==> src/hw/rtl/tmf_pkg.sv <==
// Shared types and constants for the trimmed mean filter.
// Holds the command and status structs that join the controller and the datapath.
// No dependencies.
package tmf_pkg;

    // Fixed widths of the stream payloads
    localparam int IN_W  = 16;
    localparam int OUT_W = 16;

    // Commands from controller to datapath
    typedef struct packed {
        logic insert;    // insert the accepted beat into the sorted cells
        logic sum_clr;   // clear accumulator and step counter
        logic sum_step;  // add the lowest cell and shift the chain down
        logic div_load;  // load magnitude and sign of the sum
        logic div_step;  // multiply the magnitude by the reciprocal of the kept count
        logic out_load;  // capture the saturated mean in the output register
    } t_dp_cmd;

    // Status from datapath to controller
    typedef struct packed {
        logic fill_last; // the cells hold all but one sample of the window
        logic sum_last;  // current summing step is the final one
    } t_dp_sts;

endpackage

==> src/hw/rtl/tmf_ctrl.sv <==
// Controller for the trimmed mean filter: sequences fill, sum, divide and output.
// Depends on tmf_pkg for the command and status structs.
module tmf_ctrl (
    input  logic               i_clk,
    input  logic               i_rst_n,
    input  logic               i_in_valid,
    output logic               o_in_ready,
    output logic               o_out_valid,
    input  logic               i_out_ready,
    input  tmf_pkg::t_dp_sts   i_sts,
    output tmf_pkg::t_dp_cmd   o_cmd
);

    typedef enum logic [2:0] {
        ST_FILL,
        ST_SUM,
        ST_PREP,
        ST_DIV,
        ST_OUT
    } t_state;

    t_state r_state, n_state;
    logic   r_out_valid, n_out_valid;
    logic   w_accept;
    logic   w_slot_free;

    assign o_in_ready  = (r_state == ST_FILL);
    assign o_out_valid = r_out_valid;
    assign w_accept    = i_in_valid && (r_state == ST_FILL);
    assign w_slot_free = !r_out_valid || i_out_ready;

    // Decode commands and next state
    always_comb begin
        n_state     = r_state;
        o_cmd       = '0;
        n_out_valid = r_out_valid && !i_out_ready;
        unique case (r_state)
            ST_FILL: begin
                if (w_accept) begin
                    o_cmd.insert = 1'b1;
                    if (i_sts.fill_last) begin
                        o_cmd.sum_clr = 1'b1;
                        n_state       = ST_SUM;
                    end
                end
            end
            ST_SUM: begin
                o_cmd.sum_step = 1'b1;
                if (i_sts.sum_last) begin
                    n_state = ST_PREP;
                end
            end
            ST_PREP: begin
                o_cmd.div_load = 1'b1;
                n_state        = ST_DIV;
            end
            ST_DIV: begin
                o_cmd.div_step = 1'b1;
                n_state        = ST_OUT;
            end
            ST_OUT: begin
                if (w_slot_free) begin
                    o_cmd.out_load = 1'b1;
                    n_out_valid    = 1'b1;
                    n_state        = ST_FILL;
                end
            end
            default: begin
                n_state = ST_FILL;
            end
        endcase
    end

    // Hold state and output valid
    always_ff @(posedge i_clk) begin
        if (!i_rst_n) begin
            r_state     <= ST_FILL;
            r_out_valid <= 1'b0;
        end else begin
            r_state     <= n_state;
            r_out_valid <= n_out_valid;
        end
    end

endmodule

==> src/hw/rtl/tmf_datapath.sv <==
// Datapath for the trimmed mean filter: insertion-sort cell chain, accumulator,
// reciprocal multiply by the kept count, saturation and output register.
// Depends on tmf_pkg for the command and status structs.
module tmf_datapath #(
    parameter int SAMPLE_COUNT = 10,
    parameter int DISCARD      = 2,
    parameter int SAMPLE_WIDTH = 16
) (
    input  logic                           i_clk,
    input  logic                           i_rst_n,
    input  logic [tmf_pkg::IN_W-1:0]       i_sample,
    input  tmf_pkg::t_dp_cmd               i_cmd,
    output tmf_pkg::t_dp_sts               o_sts,
    output logic [tmf_pkg::OUT_W-1:0]      o_mean
);

    localparam int N         = SAMPLE_COUNT;
    localparam int SW        = SAMPLE_WIDTH;
    localparam int KEPT      = SAMPLE_COUNT - 2 * DISCARD;
    localparam int DIVISOR   = (KEPT > 0) ? KEPT : 1;
    localparam int SUM_STEPS = (N - DISCARD > 0) ? (N - DISCARD) : 1;
    localparam int CW        = $clog2(N);
    localparam int ACC_W     = SW + $clog2(N) + 1;
    localparam int STEP_W    = (SUM_STEPS > 1) ? $clog2(SUM_STEPS) : 1;
    // Magnitudes at or above CAP saturate for either sign
    localparam int CAP       = 32769 * DIVISOR;
    localparam int QN        = $clog2(CAP);
    localparam int MAG_W     = (ACC_W > QN) ? ACC_W : QN;
    // Reciprocal of the kept count, exact for dividends below 2**QN
    localparam int RL        = $clog2(DIVISOR);
    localparam int RS        = QN + RL;
    localparam int RM_W      = QN + 1;
    localparam int PW        = QN + RM_W;
    localparam longint RM    = ((longint'(1) << RS) + longint'(DIVISOR - 1))
                               / longint'(DIVISOR);
    localparam int Q_W       = 17;

    logic signed [SW-1:0]    r_cell [N];
    logic signed [SW-1:0]    n_cell [N];
    logic [N-1:0]            w_gt;
    logic signed [SW-1:0]    w_x;
    logic [CW-1:0]           r_fill;
    logic signed [ACC_W-1:0] r_acc;
    logic [STEP_W-1:0]       r_step;
    logic                    r_neg;
    logic [MAG_W-1:0]        r_mag;
    logic                    w_capped;
    logic [PW-1:0]           w_prod;
    logic [Q_W-1:0]          r_quo;
    logic [tmf_pkg::OUT_W-1:0] w_sat;
    logic [tmf_pkg::OUT_W-1:0] r_mean;

    // Read the beat as SAMPLE_WIDTH bits
    generate
        if (SW <= tmf_pkg::IN_W) begin : g_narrow
            assign w_x = i_sample[SW-1:0];
        end else begin : g_wide
            assign w_x = {{(SW - tmf_pkg::IN_W){1'b0}}, i_sample};
        end
    endgenerate

    // Cells above the new sample, empty cells count as above
    always_comb begin
        for (int k = 0; k < N; k++) begin
            w_gt[k] = (r_fill <= CW'(k)) || (r_cell[k] > w_x);
        end
    end

    // Next cell values: insert or shift down
    always_comb begin
        for (int k = 0; k < N; k++) begin
            n_cell[k] = r_cell[k];
            if (i_cmd.insert) begin
                if (w_gt[k]) begin
                    if (k == 0) begin
                        n_cell[k] = w_x;
                    end else if (!w_gt[(k > 0) ? k - 1 : 0]) begin
                        n_cell[k] = w_x;
                    end else begin
                        n_cell[k] = r_cell[(k > 0) ? k - 1 : 0];
                    end
                end
            end else if (i_cmd.sum_step) begin
                if (k < N - 1) begin
                    n_cell[k] = r_cell[(k < N - 1) ? k + 1 : k];
                end
            end
        end
    end

    always_ff @(posedge i_clk) begin
        for (int k = 0; k < N; k++) begin
            r_cell[k] <= n_cell[k];
        end
    end

    // Fill count of the current window
    always_ff @(posedge i_clk) begin
        if (!i_rst_n) begin
            r_fill <= '0;
        end else if (i_cmd.insert) begin
            if (o_sts.fill_last) begin
                r_fill <= '0;
            end else begin
                r_fill <= r_fill + CW'(1);
            end
        end
    end

    // Divide the magnitude by the kept count: cap check, then reciprocal multiply
    assign w_capped = ({{(64 - MAG_W){1'b0}}, r_mag} >= 64'(CAP));
    assign w_prod   = {{RM_W{1'b0}}, r_mag[QN-1:0]} * PW'(RM);

    // Accumulate the middle of the sorted chain, then divide the magnitude
    always_ff @(posedge i_clk) begin
        if (i_cmd.sum_clr) begin
            r_acc  <= '0;
            r_step <= '0;
        end else if (i_cmd.sum_step) begin
            if ({{(32 - STEP_W){1'b0}}, r_step} >= 32'(DISCARD)) begin
                r_acc <= r_acc + ACC_W'(r_cell[0]);
            end
            r_step <= r_step + STEP_W'(1);
        end else if (i_cmd.div_load) begin
            r_neg  <= r_acc[ACC_W-1];
            r_mag  <= r_acc[ACC_W-1] ? MAG_W'(-r_acc) : MAG_W'($unsigned(r_acc));
        end else if (i_cmd.div_step) begin
            r_quo  <= w_capped ? Q_W'(32769) : Q_W'(w_prod[PW-1:RS]);
        end
    end

    // Saturate the signed quotient to the output range
    always_comb begin
        if (KEPT <= 0) begin
            w_sat = '0;
        end else if (!r_neg) begin
            w_sat = (r_quo > Q_W'(32767)) ? 16'h7FFF : r_quo[15:0];
        end else begin
            w_sat = (r_quo > Q_W'(32768)) ? 16'h8000 : (~r_quo[15:0] + 16'd1);
        end
    end

    always_ff @(posedge i_clk) begin
        if (i_cmd.out_load) begin
            r_mean <= w_sat;
        end
    end

    assign o_mean          = r_mean;
    assign o_sts.fill_last = (r_fill == CW'(N - 1));
    assign o_sts.sum_last  = (r_step == STEP_W'(SUM_STEPS - 1));

endmodule

==> src/hw/rtl/trimmed_mean_filter.sv <==
// Trimmed mean filter: takes one sample beat per cycle until SAMPLE_COUNT are held.
// After the last beat of a window the filter is closed to input while it shifts the
// cell chain down once per step, dropping the lowest DISCARD cells and summing the
// kept ones, then loads the magnitude, does the reciprocal multiply and loads the
// output register, waiting first while an earlier mean is still unread.
// Synchronous active-low reset clears the controller, fill count and output valid.
module trimmed_mean_filter #(
    parameter int SAMPLE_COUNT = 10,
    parameter int DISCARD      = 2,
    parameter int SAMPLE_WIDTH = 16
) (
    input  logic                       i_clk,
    input  logic                       i_rst_n,
    input  logic                       s_axis_tvalid,
    output logic                       s_axis_tready,
    input  logic [tmf_pkg::IN_W-1:0]   s_axis_tdata,   // [15:0] sample
    output logic                       m_axis_tvalid,
    input  logic                       m_axis_tready,
    output logic [tmf_pkg::OUT_W-1:0]  m_axis_tdata    // [15:0] mean
);

    tmf_pkg::t_dp_cmd w_cmd;
    tmf_pkg::t_dp_sts w_sts;

    tmf_ctrl u_ctrl (
        .i_clk       (i_clk),
        .i_rst_n     (i_rst_n),
        .i_in_valid  (s_axis_tvalid),
        .o_in_ready  (s_axis_tready),
        .o_out_valid (m_axis_tvalid),
        .i_out_ready (m_axis_tready),
        .i_sts       (w_sts),
        .o_cmd       (w_cmd)
    );

    tmf_datapath #(
        .SAMPLE_COUNT (SAMPLE_COUNT),
        .DISCARD      (DISCARD),
        .SAMPLE_WIDTH (SAMPLE_WIDTH)
    ) u_datapath (
        .i_clk    (i_clk),
        .i_rst_n  (i_rst_n),
        .i_sample (s_axis_tdata),
        .i_cmd    (w_cmd),
        .o_sts    (w_sts),
        .o_mean   (m_axis_tdata)
    );

endmodule
==> config.mk <==
export PLATFORM = sky130hd
export DESIGN_NAME = trimmed_mean_filter
export DESIGN_NICKNAME = d
export VERILOG_FILES = /design/src/hw/rtl/tmf_pkg.sv /design/src/hw/rtl/tmf_ctrl.sv /design/src/hw/rtl/tmf_datapath.sv /design/src/hw/rtl/trimmed_mean_filter.sv
export SDC_FILE = /design/constraint.sdc
export NUM_CORES = 1
export LEC_CHECK = 0
export BUFFER_PORTS_ARGS = -buffer_cell sky130_fd_sc_hd__buf_2
export CORE_MARGIN = 2
export CORE_UTILIZATION = 48
export CTS_BUF_LIST = sky130_fd_sc_hd__clkbuf_8 sky130_fd_sc_hd__clkbuf_16
export DETAILED_ROUTE_END_ITERATION = 12
export MAX_ROUTING_LAYER = met4
export PLACE_DENSITY = 0.75
export SYNTH_ARGS = -nofsm -noshare
export SYNTH_HDL_FRONTEND = slang
export SYNTH_HIERARCHICAL = 1
export SYNTH_SLANG_ARGS = --single-unit
==> constraint.sdc <==
create_clock -name i_clk -period 6.9 [get_ports i_clk]
set_clock_uncertainty 0.2 [all_clocks]
set_input_delay 0.345 -clock i_clk [delete_from_list [all_inputs] [get_ports i_clk]]
set_output_delay 0.345 -clock i_clk [all_outputs]
set_load 0.005 [all_outputs]
==> flow_summary.ini <==
[outcome]
status = finished, final reports clean

[worst_setup_path]
slowest_delay_ps = 540
crit_chain = ha_1 > xor2_1 > ha_1 > inv_1 > fa_1 > inv_1 > fa_1 > fa_1 > inv_1 > fa_1 > inv_1 > ha_1 > nand3_1 > nor3_1 > nand2_1 > a311oi_1 > nor3_1 > a221oi_1 > o211ai_1
critPathSlowestCell = fa_1
crit_type = reg2reg
critical_path_arrival_ps = 6270
crit_fanout = 8
crit_path_end_kind = flop
cp_data_required_time_ps = 7010
critPathLaunchType = flop

[synth]
syn_area_um2 = 22900
synth-simple-area-share = 0.1340
synth_most_common_cell = ha_1
postSynthCellCount = 2346
synth_top_family_by_area = adder cells
synth_async_sr_flop_share = 0
syn_avg_cell_area_um2 = 9.761
syn-num-nets = 2834
yosys.area.top_type_share = 0.2806
synth-edff-count = 214
post-synth-top-area-cell = edfxtp_1
ys.flop_type = edfxtp_1
synth_mux_area_frac = 0.01273
synth.yosys.warnings = 6
synth_compound_area_frac = 0.1681
yosysSeqAreaShare = 0.3086
synth-xor-area-share = 0.01912
synthTopCellsByArea = edfxtp_1 28%, ha_1 20%, fa_1 9.5%
synthAdderAreaFrac = 0.2914
ys_ff_latch = 246
synth_commonest_cells = 359 x ha_1, 312 x inv_1, 214 x edfxtp_1
yosysUniqueCellTypes = 80

[global_routing]
grt_first_pass_wirelength_um = 100900
grt_pass1_vias = 18470
grt_antenna_before_repair = 0
track_usage = 0.2624
grt_overflow = 0
grt_max_degree = 139

[sta]
report.final.hold_viol_count = 0
setup_tns_ps = 0
fin_crit_ps = 6161
worstMarginPinSlew_ps = 1324
rsz0062_at_grt = false
finalMaxSlewViolations = 0
timing.slew.headroom = 0.1139
finalCritPeriodShare = 0.8929
setup_viol = 0
fmax_mhz = 162.3

[final_layout]
antennaDiodeCount = 0
final_nets = 2868
area_delta_synth_final_pct = 9.119
drive_gt1_frac = 0.06947
fin_area_um2 = 24990
fin_util = 0.5267

[floorplanning]
rows = 80
die_x_um = 222.4
pin_count = 38
core_region_area_um2 = 47450
fp.dieH_um = 222.4
initial_utilization = 0.4826
design.die.area_um2 = 49470

[min_path]
hold_path_class = in2reg

[detailed_routing]
via_per_inst = 6.166
ant_nets = 0
avgRoutedWirePerCell_um = 20.94
drtIter0Drc = 1870
wl_um = 63220
drc_errors = 0
dr_total_vias = 18610
dr.pass1.iters = 6

[power_and_ir_drop]
p_sw_frac = 0.3241
powerDensity_nw_per_um2 = 192.8
internal-power_mw = 3.256
power.share.clock = 0.332
p_comb_frac = 0.252
power.switching_mw = 1.561
p_leak_nw = 11.20
ir_drop_uv = 200.3
pwr-share-seq = 0.416

[clock_tree]
clock_path_buffers = 3
cts_tree = done
cts_buffers = 30
clock-sinks = 246
clk_pin_slew_ps = 70
clock_latency_ps = 590
cts_max_level = 1
cts_root_buf = clkbuf_16
ctsResizeCount = 0

[placement]
placed_cell_area_um2 = 23800
io_buffers = 37
hpwl_um = 49710
place.gp.congestion = 0.9713

[run]
maxCapViolations = 0
[final timing paths]
path	endpoint	cells after the start	startpoint	slack, ps
setup / recovery	u_datapath/r_quo[13]	19	u_datapath/r_mag[1]	740
setup reg to reg	u_datapath/r_quo[13]	19	u_datapath/r_mag[1]	740
hold / removal	u_datapath/r_cell[9][0]	2	s_axis_tdata[0]	200
hold reg to reg	u_datapath/r_acc[3]	2	u_datapath/r_acc[3]	320
[power groups by stage]
stage	Combinational [mW]	Clock, mW	Sequential, mW
floorplan	0.904	0	1.95
global placement	1.11	0	2.02
detailed placement	1.17	0	2.03
CTS	1.19	1.62	2.00
global route	1.35	1.68	2.02
finish	1.21	1.60	2.00
[sequential cells by signal (all words and copies together) (netlist names), 3 cells and up]
name               count
u_ctrl/r_state         3
u_datapath/o_mean     16
u_datapath/r_acc      21
u_datapath/r_cell    160
u_datapath/r_fill      4
u_datapath/r_mag      21
u_datapath/r_quo      16
u_datapath/r_step      3
[layout by cell type, fill, tap and decap left out, drive strengths merged, types with 11 or more instances in the layout]
cell type    count
clkbuf          38
buf             66
a21oi          120
nor4            11
a31oi           15
nand3           67
inv            321
dfxtp           32
or3             14
a21o            57
a211oi          18
ha             359
nor3            35
xnor2           28
nand2          179
fa             109
o21a            14
edfxtp         214
and2            11
o31ai           12
o221ai          37
and3            15
mux2            17
nor2b           61
a221o           80
xor2            22
nand2b          21
o21ai           92
nand4           43
nor2           124
dlygate4sd3     19
o211ai          32
[kinds of logic after synthesis]
kind of cell / Yosys count
buf+inv: 396
mux: 27
compound gates: 539
fa+ha+maj: 468
simple gates: 620
flops: 246
xor+xnor: 50
[area by class of cell]
| class | count | area, µm² |
|---|---|---|
| Tap cell | 615 | 769.5 |
| Fill cell | 4183 | 22460 |
| Clock buffer | 38 | 872.1 |
| Timing Repair Buffer | 85 | 605.6 |
| Multi-Input combinational cell | 1704 | 14380 |
| Clock inverter | 18 | 118.9 |
| Sequential cell | 246 | 7067 |
| Inverter | 313 | 1175 |
[worst max-delay path, delay by kind of cell, from the launching register on]
kind	cells	cell delay, ps
adder cells (fa/ha/maj)	7	3030
AO/OA/AOI/OAI	3	770
AND/OR/NAND/NOR	4	760
flip-flops	1	530
buffers and inverters	4	270
XOR/XNOR	1	310
[timing repair]
item,4_1_cts,5_1_grt
hold buffers,19,0
buffers inserted,0,0
hold endpoints to repair,23,0
[stage by stage]
stage	setup WS [ps]	total power, mW	hold WS (ps)	instances
2_1_floorplan	1258	2.851	252.7	2346
3_3_place_gp	927.3	3.136	296.8	2944
3_5_place_dp	780.1	3.198	306.6	2944
4_1_cts	748.9	4.803	183.8	3019
5_1_grt	358.5	5.043	220.1	3019
6_report	739.3	4.816	203.7	3019
[metal layers]
layer  part of all wire  GRT usage  vias up
met5                  0          -        -
met1               0.43     0.3501     9134
met2               0.47     0.4259      747
met4              0.029    0.07447        0
met3              0.065    0.02711      123
li1                   -          -     8610
(Power assumes the default switching activity.)
